**config.mk**
```make
export PLATFORM = sky130hd
export DESIGN_NAME = keyed_countdown_timer_table_flat
export DESIGN_NICKNAME = d
export VERILOG_FILES = /design/src/rtl/kctt_pkg.sv /design/src/rtl/kctt_req_if.sv /design/src/rtl/kctt_rsp_if.sv /design/src/rtl/kctt_cfg_if.sv /design/src/rtl/kctt_ram.sv /design/src/rtl/kctt_div.sv /design/src/rtl/keyed_countdown_timer_table.sv /design/src/flat_wrapper.sv
export SDC_FILE = /design/constraint.sdc
export NUM_CORES = 2
export LEC_CHECK = 0
export BUFFER_PORTS_ARGS = -buffer_cell sky130_fd_sc_hd__buf_2
export CELL_PAD_IN_SITES_DETAIL_PLACEMENT = 0
export CELL_PAD_IN_SITES_GLOBAL_PLACEMENT = 2
export CORE_UTILIZATION = 43
export DETAILED_ROUTE_END_ITERATION = 10
export PLACE_DENSITY = 0.74
export SYNTH_ARGS = -nofsm -noshare
export SYNTH_HDL_FRONTEND = slang
export SYNTH_HIERARCHICAL = 1
export SYNTH_SLANG_ARGS = --single-unit
```
**constraint.sdc**
```tcl
create_clock -name i_clk -period 11.58 [get_ports i_clk]
set_input_delay 2.316 -clock i_clk [delete_from_list [all_inputs] [get_ports i_clk]]
set_output_delay 2.316 -clock i_clk [all_outputs]
set_load 0.02 [all_outputs]
```
**src/rtl/kctt_pkg.sv**
```systemverilog
// Shared constants, request codes and record types for the countdown timer table.
`default_nettype none
package kctt_pkg;

    localparam int ENTRIES = 16;
    localparam int MAX_OUT = 16;
    localparam int IDX_W   = (ENTRIES > 1) ? $clog2(ENTRIES) : 1;
    localparam int CNT_W   = $clog2(ENTRIES + 1);
    localparam int NM_W    = $clog2(MAX_OUT + 1);

    localparam int REQ_W   = 4;
    localparam int KEY_W   = 32;
    localparam int DUR_W   = 32;
    localparam int PROG_W  = 17;
    localparam int ACT_W   = 5;
    localparam int STEP_W  = $clog2(PROG_W + 1);

    localparam logic [DUR_W-1:0] THRESH_RST = 32'd5000;

    localparam logic [REQ_W-1:0] REQ_ADD    = 4'd0;
    localparam logic [REQ_W-1:0] REQ_REMOVE = 4'd1;
    localparam logic [REQ_W-1:0] REQ_TICK   = 4'd2;
    localparam logic [REQ_W-1:0] REQ_QUERY  = 4'd3;
    localparam logic [REQ_W-1:0] REQ_EXP    = 4'd4;
    localparam logic [REQ_W-1:0] REQ_BUFF   = 4'd5;
    localparam logic [REQ_W-1:0] REQ_DEBUFF = 4'd6;
    localparam logic [REQ_W-1:0] REQ_ALL    = 4'd7;
    localparam logic [REQ_W-1:0] REQ_CLEAR  = 4'd8;

    typedef struct packed {
        logic [KEY_W-1:0] key;
        logic [DUR_W-1:0] total;
        logic [DUR_W-1:0] remaining;
        logic             debuff;
    } t_entry;

    localparam int ENTRY_W = $bits(t_entry);

    typedef struct packed {
        logic [REQ_W-1:0] req_type;
        logic [KEY_W-1:0] spell_id;
        logic [DUR_W-1:0] total_duration;
        logic [DUR_W-1:0] remaining_duration;
        logic             is_debuff;
        logic [DUR_W-1:0] tick_amount;
    } t_req;

    typedef struct packed {
        logic              status;
        logic              found;
        logic              entry_valid;
        logic [KEY_W-1:0]  out_id;
        logic [DUR_W-1:0]  out_total;
        logic [DUR_W-1:0]  out_remaining;
        logic              out_debuff;
        logic [PROG_W-1:0] progress;
        logic              expired;
        logic [ACT_W-1:0]  active_count;
        logic              last;
    } t_rsp;

    function automatic t_rsp with_entry(t_rsp r, t_entry e);
        t_rsp o;
        o               = r;
        o.entry_valid   = 1'b1;
        o.out_id        = e.key;
        o.out_total     = e.total;
        o.out_remaining = e.remaining;
        o.out_debuff    = e.debuff;
        return o;
    endfunction

endpackage
`default_nettype wire

```
**src/rtl/kctt_req_if.sv**
```systemverilog
// Request channel carrying one timer request per beat.
`default_nettype none
interface kctt_req_if import kctt_pkg::*; ();
    logic             valid;
    logic             ready;
    logic [REQ_W-1:0] req_type;
    logic [KEY_W-1:0] spell_id;
    logic [DUR_W-1:0] total_duration;
    logic [DUR_W-1:0] remaining_duration;
    logic             is_debuff;
    logic [DUR_W-1:0] tick_amount;

    modport source (output valid, req_type, spell_id, total_duration, remaining_duration,
                    is_debuff, tick_amount, input ready);
    modport sink (input valid, req_type, spell_id, total_duration, remaining_duration,
                  is_debuff, tick_amount, output ready);
endinterface
`default_nettype wire

```
**src/rtl/kctt_rsp_if.sv**
```systemverilog
// Response channel carrying one result per beat.
`default_nettype none
interface kctt_rsp_if import kctt_pkg::*; ();
    logic              valid;
    logic              ready;
    logic              status;
    logic              found;
    logic              entry_valid;
    logic [KEY_W-1:0]  out_id;
    logic [DUR_W-1:0]  out_total;
    logic [DUR_W-1:0]  out_remaining;
    logic              out_debuff;
    logic [PROG_W-1:0] progress;
    logic              expired;
    logic [ACT_W-1:0]  active_count;
    logic              last;

    modport source (output valid, status, found, entry_valid, out_id, out_total,
                    out_remaining, out_debuff, progress, expired, active_count, last,
                    input ready);
    modport sink (input valid, status, found, entry_valid, out_id, out_total,
                  out_remaining, out_debuff, progress, expired, active_count, last,
                  output ready);
endinterface
`default_nettype wire

```
**src/rtl/kctt_cfg_if.sv**
```systemverilog
// Configuration write channel for the expiring threshold register.
`default_nettype none
interface kctt_cfg_if import kctt_pkg::*; ();
    logic             valid;
    logic             ready;
    logic [DUR_W-1:0] expiring_threshold;

    modport source (output valid, expiring_threshold, input ready);
    modport sink (input valid, expiring_threshold, output ready);
endinterface
`default_nettype wire

```
**src/rtl/kctt_ram.sv**
```systemverilog
// Generic simple dual-port RAM with one write port and one registered read port.
`default_nettype none
module kctt_ram #(
    parameter int WIDTH = 8,
    parameter int DEPTH = 16
) (
    input  wire logic                                   i_clk,
    input  wire logic                                   i_we,
    input  wire logic [((DEPTH > 1) ? $clog2(DEPTH) : 1)-1:0] i_waddr,
    input  wire logic [WIDTH-1:0]                       i_wdata,
    input  wire logic                                   i_re,
    input  wire logic [((DEPTH > 1) ? $clog2(DEPTH) : 1)-1:0] i_raddr,
    output logic      [WIDTH-1:0]                       o_rdata
);

    logic [WIDTH-1:0] r_mem [DEPTH];

    always_ff @(posedge i_clk) begin
        if (i_we) begin
            r_mem[i_waddr] <= i_wdata;
        end
        if (i_re) begin
            o_rdata <= r_mem[i_raddr];
        end
    end

endmodule
`default_nettype wire

```
**src/rtl/kctt_div.sv**
```systemverilog
// Restoring divider that forms the Q1.16 progress ratio one quotient bit per cycle.
`default_nettype none
module kctt_div import kctt_pkg::*; (
    input  wire logic              i_clk,
    input  wire logic              i_rst_n,
    input  wire logic              i_start,
    input  wire logic [DUR_W-1:0]  i_num,
    input  wire logic [DUR_W-1:0]  i_den,
    output logic                   o_done,
    output logic [PROG_W-1:0]      o_quot
);

    logic              r_busy;
    logic              r_done;
    logic [STEP_W-1:0] r_step;
    logic [DUR_W:0]    r_rem;
    logic [DUR_W-1:0]  r_den;
    logic [PROG_W-1:0] r_quot;
    logic              ge;
    logic [DUR_W:0]    diff;
    logic [DUR_W:0]    n_rem;

    assign ge    = r_rem >= {1'b0, r_den};
    assign diff  = r_rem - {1'b0, r_den};
    assign n_rem = ge ? {diff[DUR_W-1:0], 1'b0} : {r_rem[DUR_W-1:0], 1'b0};

    always_ff @(posedge i_clk) begin
        if (!i_rst_n) begin
            r_busy <= 1'b0;
            r_done <= 1'b0;
        end else begin
            r_done <= 1'b0;
            if (i_start) begin
                r_busy <= 1'b1;
            end else if (r_busy && r_step == STEP_W'(1)) begin
                r_busy <= 1'b0;
                r_done <= 1'b1;
            end
        end
    end

    always_ff @(posedge i_clk) begin
        if (i_start) begin
            r_rem  <= {1'b0, i_num};
            r_den  <= i_den;
            r_quot <= '0;
            r_step <= STEP_W'(PROG_W);
        end else if (r_busy) begin
            r_rem  <= n_rem;
            r_quot <= {r_quot[PROG_W-2:0], ge};
            r_step <= r_step - 1'b1;
        end
    end

    assign o_done = r_done;
    assign o_quot = r_quot;

endmodule
`default_nettype wire

```
**src/rtl/keyed_countdown_timer_table.sv**
```systemverilog
// Keyed countdown timer table: sequencer, entry memory, progress divider and result register.
// Add, remove, tick, query and listings walk the stored entries over the single memory read port,
// reading an entry in S_RD and checking it in S_CHK. Add and query stop at a key hit; listings
// stop at MAX_OUT results and wait in S_CHK while the output register is full. Clear and unused
// codes go straight to S_FIN; a query hit with a valid ratio waits in S_DIV for the divider.
// The next request is accepted when the sequencer is back in idle after the final result.
// Reset empties the table and loads the expiring threshold with 5000; entry storage is not cleared.
`default_nettype none
module keyed_countdown_timer_table import kctt_pkg::*; (
    input wire logic  i_clk,
    input wire logic  i_rst_n,
    kctt_cfg_if.sink  i_cfg,
    kctt_req_if.sink  i_req,
    kctt_rsp_if.source o_rsp
);

    localparam logic [2:0] S_IDLE = 3'd0;
    localparam logic [2:0] S_RD   = 3'd1;
    localparam logic [2:0] S_CHK  = 3'd2;
    localparam logic [2:0] S_DIV  = 3'd3;
    localparam logic [2:0] S_FIN  = 3'd4;

    logic [2:0]        r_state, n_state;
    logic [CNT_W-1:0]  r_count, n_count;
    logic [DUR_W-1:0]  r_thresh;
    logic              r_out_valid, n_out_valid;
    t_rsp              r_out;
    t_req              r_req, n_req;
    logic [CNT_W-1:0]  r_rd, n_rd;
    logic [CNT_W-1:0]  r_wr, n_wr;
    logic [IDX_W-1:0]  r_cur, n_cur;
    logic [IDX_W-1:0]  r_hit, n_hit;
    logic              r_found, n_found;
    logic              r_pend, n_pend;
    logic [NM_W-1:0]   r_nm, n_nm;
    t_entry            r_ent, n_ent;
    logic [PROG_W-1:0] r_prog, n_prog;

    logic              ram_we;
    logic [IDX_W-1:0]  ram_waddr;
    t_entry            ram_wdata;
    logic              ram_re;
    logic [IDX_W-1:0]  ram_raddr;
    logic [ENTRY_W-1:0] ram_rdata;
    t_entry            rd_ent;
    t_entry            req_ent;

    logic              div_start;
    logic              div_done;
    logic [PROG_W-1:0] div_quot;

    logic              emit;
    t_rsp              e_rsp;
    logic              out_free;
    logic              key_hit;
    logic              list_hit;
    logic              is_list;
    logic [DUR_W-1:0]  tick_rem;
    logic [CNT_W-1:0]  cnt_inc;

    kctt_ram #(
        .WIDTH (ENTRY_W),
        .DEPTH (ENTRIES)
    ) u_ram (
        .i_clk   (i_clk),
        .i_we    (ram_we),
        .i_waddr (ram_waddr),
        .i_wdata (ram_wdata),
        .i_re    (ram_re),
        .i_raddr (ram_raddr),
        .o_rdata (ram_rdata)
    );

    kctt_div u_div (
        .i_clk   (i_clk),
        .i_rst_n (i_rst_n),
        .i_start (div_start),
        .i_num   (rd_ent.total - rd_ent.remaining),
        .i_den   (rd_ent.total),
        .o_done  (div_done),
        .o_quot  (div_quot)
    );

    assign rd_ent   = t_entry'(ram_rdata);
    assign req_ent  = '{key: r_req.spell_id, total: r_req.total_duration,
                        remaining: r_req.remaining_duration, debuff: r_req.is_debuff};
    assign out_free = !r_out_valid || o_rsp.ready;
    assign key_hit  = rd_ent.key == r_req.spell_id;
    assign is_list  = r_req.req_type inside {[REQ_EXP:REQ_ALL]};
    assign tick_rem = (rd_ent.remaining > r_req.tick_amount) ?
                      (rd_ent.remaining - r_req.tick_amount) : '0;
    assign cnt_inc  = r_count + 1'b1;

    always_comb begin
        case (r_req.req_type)
            REQ_EXP:    list_hit = (rd_ent.remaining != '0) && (rd_ent.remaining < r_thresh);
            REQ_BUFF:   list_hit = !rd_ent.debuff;
            REQ_DEBUFF: list_hit = rd_ent.debuff;
            default:    list_hit = 1'b1;
        endcase
    end

    always_comb begin
        n_state   = r_state;
        n_count   = r_count;
        n_req     = r_req;
        n_rd      = r_rd;
        n_wr      = r_wr;
        n_cur     = r_cur;
        n_hit     = r_hit;
        n_found   = r_found;
        n_pend    = r_pend;
        n_nm      = r_nm;
        n_ent     = r_ent;
        n_prog    = r_prog;
        ram_we    = 1'b0;
        ram_waddr = r_wr[IDX_W-1:0];
        ram_wdata = rd_ent;
        ram_re    = 1'b0;
        ram_raddr = r_rd[IDX_W-1:0];
        div_start = 1'b0;
        emit      = 1'b0;
        e_rsp     = '0;
        e_rsp.active_count = ACT_W'(r_count);

        case (r_state)
            S_IDLE: begin
                if (i_req.valid) begin
                    n_req = '{req_type: i_req.req_type, spell_id: i_req.spell_id,
                              total_duration: i_req.total_duration,
                              remaining_duration: i_req.remaining_duration,
                              is_debuff: i_req.is_debuff, tick_amount: i_req.tick_amount};
                    n_rd    = '0;
                    n_wr    = '0;
                    n_found = 1'b0;
                    n_pend  = 1'b0;
                    n_nm    = '0;
                    n_prog  = '0;
                    if (i_req.req_type inside {[REQ_ADD:REQ_ALL]}) begin
                        n_state = S_RD;
                    end else begin
                        n_state = S_FIN;
                    end
                end
            end
            S_RD: begin
                if (r_rd < r_count && !(is_list && r_nm == NM_W'(MAX_OUT))) begin
                    ram_re  = 1'b1;
                    n_cur   = r_rd[IDX_W-1:0];
                    n_rd    = r_rd + 1'b1;
                    n_state = S_CHK;
                end else begin
                    n_state = S_FIN;
                end
            end
            S_CHK: begin
                case (r_req.req_type)
                    REQ_ADD: begin
                        if (key_hit) begin
                            n_found = 1'b1;
                            n_hit   = r_cur;
                            n_state = S_FIN;
                        end else begin
                            n_state = S_RD;
                        end
                    end
                    REQ_REMOVE: begin
                        if (key_hit) begin
                            n_found = 1'b1;
                        end else begin
                            ram_we = 1'b1;
                            n_wr   = r_wr + 1'b1;
                        end
                        n_state = S_RD;
                    end
                    REQ_TICK: begin
                        if (tick_rem != '0) begin
                            ram_we              = 1'b1;
                            ram_wdata.remaining = tick_rem;
                            n_wr                = r_wr + 1'b1;
                        end
                        n_state = S_RD;
                    end
                    REQ_QUERY: begin
                        if (key_hit) begin
                            n_found = 1'b1;
                            n_ent   = rd_ent;
                            if (rd_ent.total != '0 && rd_ent.remaining <= rd_ent.total) begin
                                div_start = 1'b1;
                                n_state   = S_DIV;
                            end else begin
                                n_state = S_FIN;
                            end
                        end else begin
                            n_state = S_RD;
                        end
                    end
                    default: begin
                        if (!list_hit) begin
                            n_state = S_RD;
                        end else if (!r_pend || out_free) begin
                            if (r_pend) begin
                                emit  = 1'b1;
                                e_rsp = with_entry(e_rsp, r_ent);
                            end
                            n_ent   = rd_ent;
                            n_pend  = 1'b1;
                            n_nm    = r_nm + 1'b1;
                            n_state = S_RD;
                        end
                    end
                endcase
            end
            S_DIV: begin
                if (div_done) begin
                    n_prog  = div_quot;
                    n_state = S_FIN;
                end
            end
            S_FIN: begin
                if (out_free) begin
                    emit       = 1'b1;
                    e_rsp.last = 1'b1;
                    n_state    = S_IDLE;
                    case (r_req.req_type)
                        REQ_ADD: begin
                            if (r_found) begin
                                ram_we      = 1'b1;
                                ram_waddr   = r_hit;
                                ram_wdata   = req_ent;
                                e_rsp       = with_entry(e_rsp, req_ent);
                                e_rsp.found = 1'b1;
                            end else if (r_count >= CNT_W'(ENTRIES)) begin
                                e_rsp.status = 1'b1;
                            end else begin
                                ram_we             = 1'b1;
                                ram_waddr          = r_count[IDX_W-1:0];
                                ram_wdata          = req_ent;
                                n_count            = cnt_inc;
                                e_rsp              = with_entry(e_rsp, req_ent);
                                e_rsp.active_count = ACT_W'(cnt_inc);
                            end
                        end
                        REQ_REMOVE: begin
                            n_count            = r_wr;
                            e_rsp.found        = r_found;
                            e_rsp.active_count = ACT_W'(r_wr);
                        end
                        REQ_TICK: begin
                            n_count            = r_wr;
                            e_rsp.active_count = ACT_W'(r_wr);
                        end
                        REQ_QUERY: begin
                            if (r_found) begin
                                e_rsp          = with_entry(e_rsp, r_ent);
                                e_rsp.found    = 1'b1;
                                e_rsp.progress = r_prog;
                                e_rsp.expired  = (r_ent.remaining == '0);
                            end else begin
                                e_rsp.expired = 1'b1;
                            end
                        end
                        REQ_EXP, REQ_BUFF, REQ_DEBUFF, REQ_ALL: begin
                            if (r_pend) begin
                                e_rsp = with_entry(e_rsp, r_ent);
                            end
                        end
                        REQ_CLEAR: begin
                            n_count            = '0;
                            e_rsp.active_count = '0;
                        end
                        default: begin
                        end
                    endcase
                end
            end
            default: begin
                n_state = S_IDLE;
            end
        endcase
    end

    assign n_out_valid = emit ? 1'b1 : (o_rsp.ready ? 1'b0 : r_out_valid);

    always_ff @(posedge i_clk) begin
        if (!i_rst_n) begin
            r_state     <= S_IDLE;
            r_count     <= '0;
            r_thresh    <= THRESH_RST;
            r_out_valid <= 1'b0;
        end else begin
            r_state     <= n_state;
            r_count     <= n_count;
            r_out_valid <= n_out_valid;
            if (i_cfg.valid) begin
                r_thresh <= i_cfg.expiring_threshold;
            end
        end
    end

    always_ff @(posedge i_clk) begin
        r_req   <= n_req;
        r_rd    <= n_rd;
        r_wr    <= n_wr;
        r_cur   <= n_cur;
        r_hit   <= n_hit;
        r_found <= n_found;
        r_pend  <= n_pend;
        r_nm    <= n_nm;
        r_ent   <= n_ent;
        r_prog  <= n_prog;
        if (emit) begin
            r_out <= e_rsp;
        end
    end

    assign i_cfg.ready         = 1'b1;
    assign i_req.ready         = (r_state == S_IDLE);
    assign o_rsp.valid         = r_out_valid;
    assign o_rsp.status        = r_out.status;
    assign o_rsp.found         = r_out.found;
    assign o_rsp.entry_valid   = r_out.entry_valid;
    assign o_rsp.out_id        = r_out.out_id;
    assign o_rsp.out_total     = r_out.out_total;
    assign o_rsp.out_remaining = r_out.out_remaining;
    assign o_rsp.out_debuff    = r_out.out_debuff;
    assign o_rsp.progress      = r_out.progress;
    assign o_rsp.expired       = r_out.expired;
    assign o_rsp.active_count  = r_out.active_count;
    assign o_rsp.last          = r_out.last;

    a_emit_has_room: assert property (@(posedge i_clk) disable iff (!i_rst_n)
        emit |-> out_free)
        else $error("Result produced while the output register is still occupied.");

    a_compact_behind_scan: assert property (@(posedge i_clk) disable iff (!i_rst_n)
        (r_state == S_CHK) |-> (r_wr < r_rd))
        else $error("Compaction write index caught up with the read index.");

    a_div_done_in_wait: assert property (@(posedge i_clk) disable iff (!i_rst_n)
        div_done |-> (r_state == S_DIV))
        else $error("Divider finished outside the division wait.");

    a_count_bounded: assert property (@(posedge i_clk) disable iff (!i_rst_n)
        (r_state == S_FIN && emit) |=> (r_count <= CNT_W'(ENTRIES)))
        else $error("Entry count exceeds the table depth.");

    a_tick_no_growth: assert property (@(posedge i_clk) disable iff (!i_rst_n)
        (r_state == S_FIN && emit && (r_req.req_type == REQ_TICK ||
         r_req.req_type == REQ_REMOVE)) |=> (r_count <= $past(r_count)))
        else $error("Tick or remove increased the entry count.");

endmodule
`default_nettype wire
```
**src/flat_wrapper.sv**
```systemverilog
// flat-port wrapper written by rule: the top's interface ports become plain ports
module keyed_countdown_timer_table_flat import kctt_pkg::*;
  (i_clk, i_rst_n, i_cfg_valid, i_cfg_expiring_threshold, i_cfg_ready, i_req_valid, i_req_req_type, i_req_spell_id, i_req_total_duration, i_req_remaining_duration, i_req_is_debuff, i_req_tick_amount, i_req_ready, o_rsp_valid, o_rsp_status, o_rsp_found, o_rsp_entry_valid, o_rsp_out_id, o_rsp_out_total, o_rsp_out_remaining, o_rsp_out_debuff, o_rsp_progress, o_rsp_expired, o_rsp_active_count, o_rsp_last, o_rsp_ready);
  kctt_cfg_if i_cfg_i ();
  kctt_req_if i_req_i ();
  kctt_rsp_if o_rsp_i ();
  input wire logic i_clk;
  input wire logic i_rst_n;
  input wire logic [$bits(i_cfg_i.valid)-1:0] i_cfg_valid;
  input wire logic [$bits(i_cfg_i.expiring_threshold)-1:0] i_cfg_expiring_threshold;
  output wire logic [$bits(i_cfg_i.ready)-1:0] i_cfg_ready;
  input wire logic [$bits(i_req_i.valid)-1:0] i_req_valid;
  input wire logic [$bits(i_req_i.req_type)-1:0] i_req_req_type;
  input wire logic [$bits(i_req_i.spell_id)-1:0] i_req_spell_id;
  input wire logic [$bits(i_req_i.total_duration)-1:0] i_req_total_duration;
  input wire logic [$bits(i_req_i.remaining_duration)-1:0] i_req_remaining_duration;
  input wire logic [$bits(i_req_i.is_debuff)-1:0] i_req_is_debuff;
  input wire logic [$bits(i_req_i.tick_amount)-1:0] i_req_tick_amount;
  output wire logic [$bits(i_req_i.ready)-1:0] i_req_ready;
  output wire logic [$bits(o_rsp_i.valid)-1:0] o_rsp_valid;
  output wire logic [$bits(o_rsp_i.status)-1:0] o_rsp_status;
  output wire logic [$bits(o_rsp_i.found)-1:0] o_rsp_found;
  output wire logic [$bits(o_rsp_i.entry_valid)-1:0] o_rsp_entry_valid;
  output wire logic [$bits(o_rsp_i.out_id)-1:0] o_rsp_out_id;
  output wire logic [$bits(o_rsp_i.out_total)-1:0] o_rsp_out_total;
  output wire logic [$bits(o_rsp_i.out_remaining)-1:0] o_rsp_out_remaining;
  output wire logic [$bits(o_rsp_i.out_debuff)-1:0] o_rsp_out_debuff;
  output wire logic [$bits(o_rsp_i.progress)-1:0] o_rsp_progress;
  output wire logic [$bits(o_rsp_i.expired)-1:0] o_rsp_expired;
  output wire logic [$bits(o_rsp_i.active_count)-1:0] o_rsp_active_count;
  output wire logic [$bits(o_rsp_i.last)-1:0] o_rsp_last;
  input wire logic [$bits(o_rsp_i.ready)-1:0] o_rsp_ready;
  assign i_cfg_i.valid = i_cfg_valid;
  assign i_cfg_i.expiring_threshold = i_cfg_expiring_threshold;
  assign i_cfg_ready = i_cfg_i.ready;
  assign i_req_i.valid = i_req_valid;
  assign i_req_i.req_type = i_req_req_type;
  assign i_req_i.spell_id = i_req_spell_id;
  assign i_req_i.total_duration = i_req_total_duration;
  assign i_req_i.remaining_duration = i_req_remaining_duration;
  assign i_req_i.is_debuff = i_req_is_debuff;
  assign i_req_i.tick_amount = i_req_tick_amount;
  assign i_req_ready = i_req_i.ready;
  assign o_rsp_valid = o_rsp_i.valid;
  assign o_rsp_status = o_rsp_i.status;
  assign o_rsp_found = o_rsp_i.found;
  assign o_rsp_entry_valid = o_rsp_i.entry_valid;
  assign o_rsp_out_id = o_rsp_i.out_id;
  assign o_rsp_out_total = o_rsp_i.out_total;
  assign o_rsp_out_remaining = o_rsp_i.out_remaining;
  assign o_rsp_out_debuff = o_rsp_i.out_debuff;
  assign o_rsp_progress = o_rsp_i.progress;
  assign o_rsp_expired = o_rsp_i.expired;
  assign o_rsp_active_count = o_rsp_i.active_count;
  assign o_rsp_last = o_rsp_i.last;
  assign o_rsp_i.ready = o_rsp_ready;
  keyed_countdown_timer_table u_core (.i_clk(i_clk), .i_rst_n(i_rst_n), .i_cfg(i_cfg_i), .i_req(i_req_i), .o_rsp(o_rsp_i));
endmodule
```
==> metrics.csv <==
stage,metric,value,unit
outcome,outcome,"complete, no violations",
global_route,first_global_vias,47900,
layout,layout.filler_cells,16950,
critical_path,worst-path-max-fanout,61,
layout,multiInputGateArea,22590,sq um
critical_path,crit_required,12050,ps
cts,post-cts-setup-buffers,0,
drt,antenna_left,0,
global_route,overflow,0,
pwr,power_switching_share,23.85,%
timing,timing_hold_violations_final,0,
placed_design,gp_congestion,0.8621,
synth,synth_cells,5018,
drt,final_wirelength,240300,um
pwr,share_seq_of_total_power,49.6,%
synth,asyncSetResetFlopFracSynth,0,%
cts,clock_sink_count,2175,
drt,route.vias.total,47990,
synth,netlist.area_leader.share,71.28,%
die,die_height,456.6,um
pwr,combPwrFrac,9.3,%
worst_hold_path,hp-class,reg2reg,
placed_design,detailedPlace.worstSlack,4024,ps
timing,fmax,141.7,MHz
drt,route.detailed.vias_per_inst,5.791,
timing,maxSlewHeadroom,8.743,%
pwr,power.switching,0.004298,W
synth,proportion_of_synthesized_chip_area_in_sequential_cells,72.77,%
global_route,pin_count_of_the_biggest_net_entering_global_routing,146,
timing,timing.final.crit_period,7056,ps
synth,ys_top_cells_by_area,"sky130_fd_sc_hd__edfxtp_1 71%, sky130_fd_sc_hd__mux4_2 9.8%, sky130_fd_sc_hd__ha_1 2.0%",
timing,final.setup.worst_slack,4524,ps
synth,yosys_register_bits,2175,
layout,layout-drive-gt1-share,21.68,%
synth,syn_area,88850,sq um
critical_path,endpoint_kind,register,
synth,yosysTopAreaCell,sky130_fd_sc_hd__edfxtp_1,
synth,yosys_warnings,6,
timing,hold-worst-slack,416.0,ps
synth,synth_enable_flop_cells,2109,
synth,largest_family_of_logic_cells_by_synthesized_area,multiplexers,
synth,post_synth_mux_area_share,10.45,%
cts,cts_root_buf,sky130_fd_sc_hd__clkbuf_16,
die,fp.dieW,456.6,um
cts,cts.clk_slew.worst_paths,60,ps
layout,post_layout_net_count,5716,
cts,ctsLongestPathBuffers,3,
critical_path,critical_path.startpoint_type,register,
drt,average_wire_per_cell_in_the_routed_design,28.99,um
pwr,total_leakage_power,33.92,nW
synth,synth_ff_type,sky130_fd_sc_hd__edfxtp_1,
global_route,grtUsageTotal,22.88,%
synth,post_synthesis_compound_gate_area_fraction,6.547,%
die,placementRows,166,
global_route,wire_length_of_the_first_global_routing_pass,345400,um
pwr,power_density,178.0,nW/um^2
placed_design,placed_cells_incl_taps,7867,
timing,clock_skew,86.66,ps
drt,firstDrtPassIters,5,
timing,final-max-slew-violation-count,0,
drt,detail_route.iter0.violations,4533,
critical_path,setup.worst_path.class,reg2reg,
timing,report.final.setup_viol,0,
synth,post_synth_xor_area_fraction,1.203,%
global_route,initial_antenna_violation_count,7,
cts,clk_latency,870,ps
cts,postCtsHoldBufs,0,
die,pin_count,297,
synth,syn_area_per_cell,17.71,sq um
timing,grt_setup_unrepaired,false,
layout,layout.area.seq,64650,sq um
pwr,power.share.clock,41.0,%
die,die_area,208400,sq um
placed_design,port_buffers,295,
synth,syn_nets,5330,
timing,period_share,60.93,%
cts,postCtsResizedCells,0,
timing,finalSetupTns,0,ps
die,initial_core_util,43.34,%
drt,route.detailed.drc,0,
pwr,vdd_drop_max,0.0001559,V
run,maxCapViolations,0,
cts,clock_tree.htree_level_count,4,
critical_path,critPathArrivalTime,7530,ps
placed_design,dp_hpwl,151300,um
synth,yosys.cell_types.count,103,
die,core,205000,sq um
cts,tritoncts,done,
layout,area.growth.synth_to_final,13.97,%
layout,stdcell_count,8288,
synth,post_synth_and_or_nand_nor_area_fraction,4.939,%
cts,numCtsBuffers,222,
pwr,intPower,0.01372,W
synth,synthAdderAreaFrac,2.036,%
timing,timing_worst_slew_pin_value,1361,ps
[worst max-delay path, cell delays in order, from the launching register on]
cell,delay [ps]
sky130_fd_sc_hd__edfxtp_1,530
sky130_fd_sc_hd__inv_1,160
sky130_fd_sc_hd__fa_1,470
sky130_fd_sc_hd__nand2b_1,200
sky130_fd_sc_hd__a21oi_2,240
sky130_fd_sc_hd__o211ai_2,210
sky130_fd_sc_hd__a311oi_1,490
sky130_fd_sc_hd__a211oi_2,140
sky130_fd_sc_hd__o21ai_0,450
sky130_fd_sc_hd__mux2i_1,370
sky130_fd_sc_hd__nor3_1,160
sky130_fd_sc_hd__a21oi_4,150
sky130_fd_sc_hd__buf_4,460
sky130_fd_sc_hd__a211o_1,240
sky130_fd_sc_hd__nand3b_1,330
sky130_fd_sc_hd__nor3_2,290
sky130_fd_sc_hd__buf_4,980
sky130_fd_sc_hd__buf_4,720
[area by class of cell]
| class | instances | area share (%) |
|---|---|---|
| Sequential cell | 2175 | 63.85 |
| Multi-Input combinational cell | 2423 | 22.31 |
| Clock buffer | 264 | 5.672 |
| Tap cell | 2688 | 3.321 |
| Timing Repair Buffer | 402 | 2.329 |
| Clock inverter | 150 | 1.829 |
| Inverter | 180 | 0.6722 |
| Antenna cell | 6 | 0.01483 |
[metrics by stage]
stage	cell area [sq um]	utilization, %	power [W]
floorplan	88850	-	0.01018
global placement	93640	45.68	0.01080
detailed placement	93640	45.68	0.01080
CTS	101200	49.38	0.01818
global route	101200	49.39	0.01859
finish	101300	49.39	0.01802
[cells by family after synthesis]
| group | after synthesis |
|---|---|
| and+or+nand+nor | 938 |
| DFF | 2175 |
| AOI/OAI and AO/OA | 777 |
| adders and majority gates | 143 |
| xor gates and xnor gates | 122 |
| muxes | 442 |
| other | 1 |
| buffers and inverters | 420 |
[power by group through the flow]
stage | Combinational (W) | Sequential [W] | Clock [W]
5_1_grt | 0.00180 | 0.00895 | 0.00784
3_3_place_gp | 0.00169 | 0.00911 | 0
4_1_cts | 0.00170 | 0.00895 | 0.00754
2_1_floorplan | 0.00107 | 0.00911 | 0
3_5_place_dp | 0.00169 | 0.00911 | 0
6_report | 0.00168 | 0.00895 | 0.00739
[metal layers]
metal  share of wire (%)  vias up  track usage [%]
met2                  47     1599            36.04
met3                 5.8      319            3.316
met1                  44    25190            32.59
li1                    -    20880                -
met5              0.0087        -                0
met4                 3.5        4            8.004
[layout by cell type, fill, tap and decap left out, drive strengths merged, types with 30 or more instances in the layout]
cell / Yosys / routed
dfxtp: 66 / 66
a22o: 101 / 101
nor3: 44 / 44
a22oi: 197 / 197
nand3: 54 / 54
inv: 179 / 186
xor2: 30 / 30
o21ai: 72 / 72
bufinv: 0 / 32
nor2b: 49 / 49
nand2: 433 / 433
xnor2: 92 / 92
a21oi: 137 / 137
o31ai: 31 / 31
and2: 50 / 50
ha: 139 / 139
mux2i: 51 / 51
edfxtp: 2109 / 2109
buf: 120 / 402
clkbuf: 120 / 264
nand4: 36 / 36
mux4: 388 / 388
nor2: 154 / 154
clkinv: 1 / 100
a21o: 47 / 47
nor4: 35 / 35
[state kept, by name, indices dropped and copies added (netlist names), 3 cells and up]
| name | count |
|---|---|
| u_core/o_rsp.out_total | 32 |
| u_core/o_rsp.out_id | 32 |
| u_core/u_div/o_quot | 17 |
| u_core/r_wr | 5 |
| u_core/u_div/r_step | 5 |
| u_core/r_nm | 5 |
| u_core/u_ram/r_mem | 1552 |
| u_core/o_rsp.out_remaining | 32 |
| u_core/u_ram/o_rdata | 97 |
| u_core/r_count | 5 |
| u_core/u_div/r_rem | 33 |
| u_core/r_req | 133 |
| u_core/r_rd | 5 |
| u_core/o_rsp.active_count | 5 |
| u_core/r_state | 3 |
| u_core/r_ent | 97 |
| u_core/r_prog | 17 |
| u_core/o_rsp.progress | 17 |
| u_core/r_hit | 4 |
| u_core/r_thresh | 32 |
| u_core/r_cur | 4 |
| u_core/u_div/r_den | 32 |
[synth_stat cells, types with 50 or more instances]
cell type,instances
sky130_fd_sc_hd__nor2_1,153
sky130_fd_sc_hd__o21ai_0,66
sky130_fd_sc_hd__edfxtp_1,2109
sky130_fd_sc_hd__dfxtp_1,66
sky130_fd_sc_hd__inv_1,178
sky130_fd_sc_hd__a22oi_1,197
sky130_fd_sc_hd__nand2_1,432
sky130_fd_sc_hd__mux2i_1,51
sky130_fd_sc_hd__nand3_1,54
sky130_fd_sc_hd__a22o_1,101
sky130_fd_sc_hd__ha_1,139
sky130_fd_sc_hd__xnor2_1,92
sky130_fd_sc_hd__and2_1,50
sky130_fd_sc_hd__clkbuf_1,119
sky130_fd_sc_hd__mux4_2,388
sky130_fd_sc_hd__a21oi_1,132
[path summary, 6_finish.rpt]
| check | to | depth (start not counted) | slack [ps] | start |
|---|---|---|---|---|
| setup / recovery | u_core/u_ram/r_mem[8][66] | 17 | 4520 | u_core/u_ram/o_rdata[2] |
| hold / removal | u_core/r_hit[0] | 0 | 420 | u_core/r_cur[0] |
| setup reg to reg | u_core/u_ram/r_mem[8][66] | 17 | 4520 | u_core/u_ram/o_rdata[2] |
| hold reg to reg | u_core/r_hit[0] | 0 | 420 | u_core/r_cur[0] |
Power figures use the tool's default switching activity.
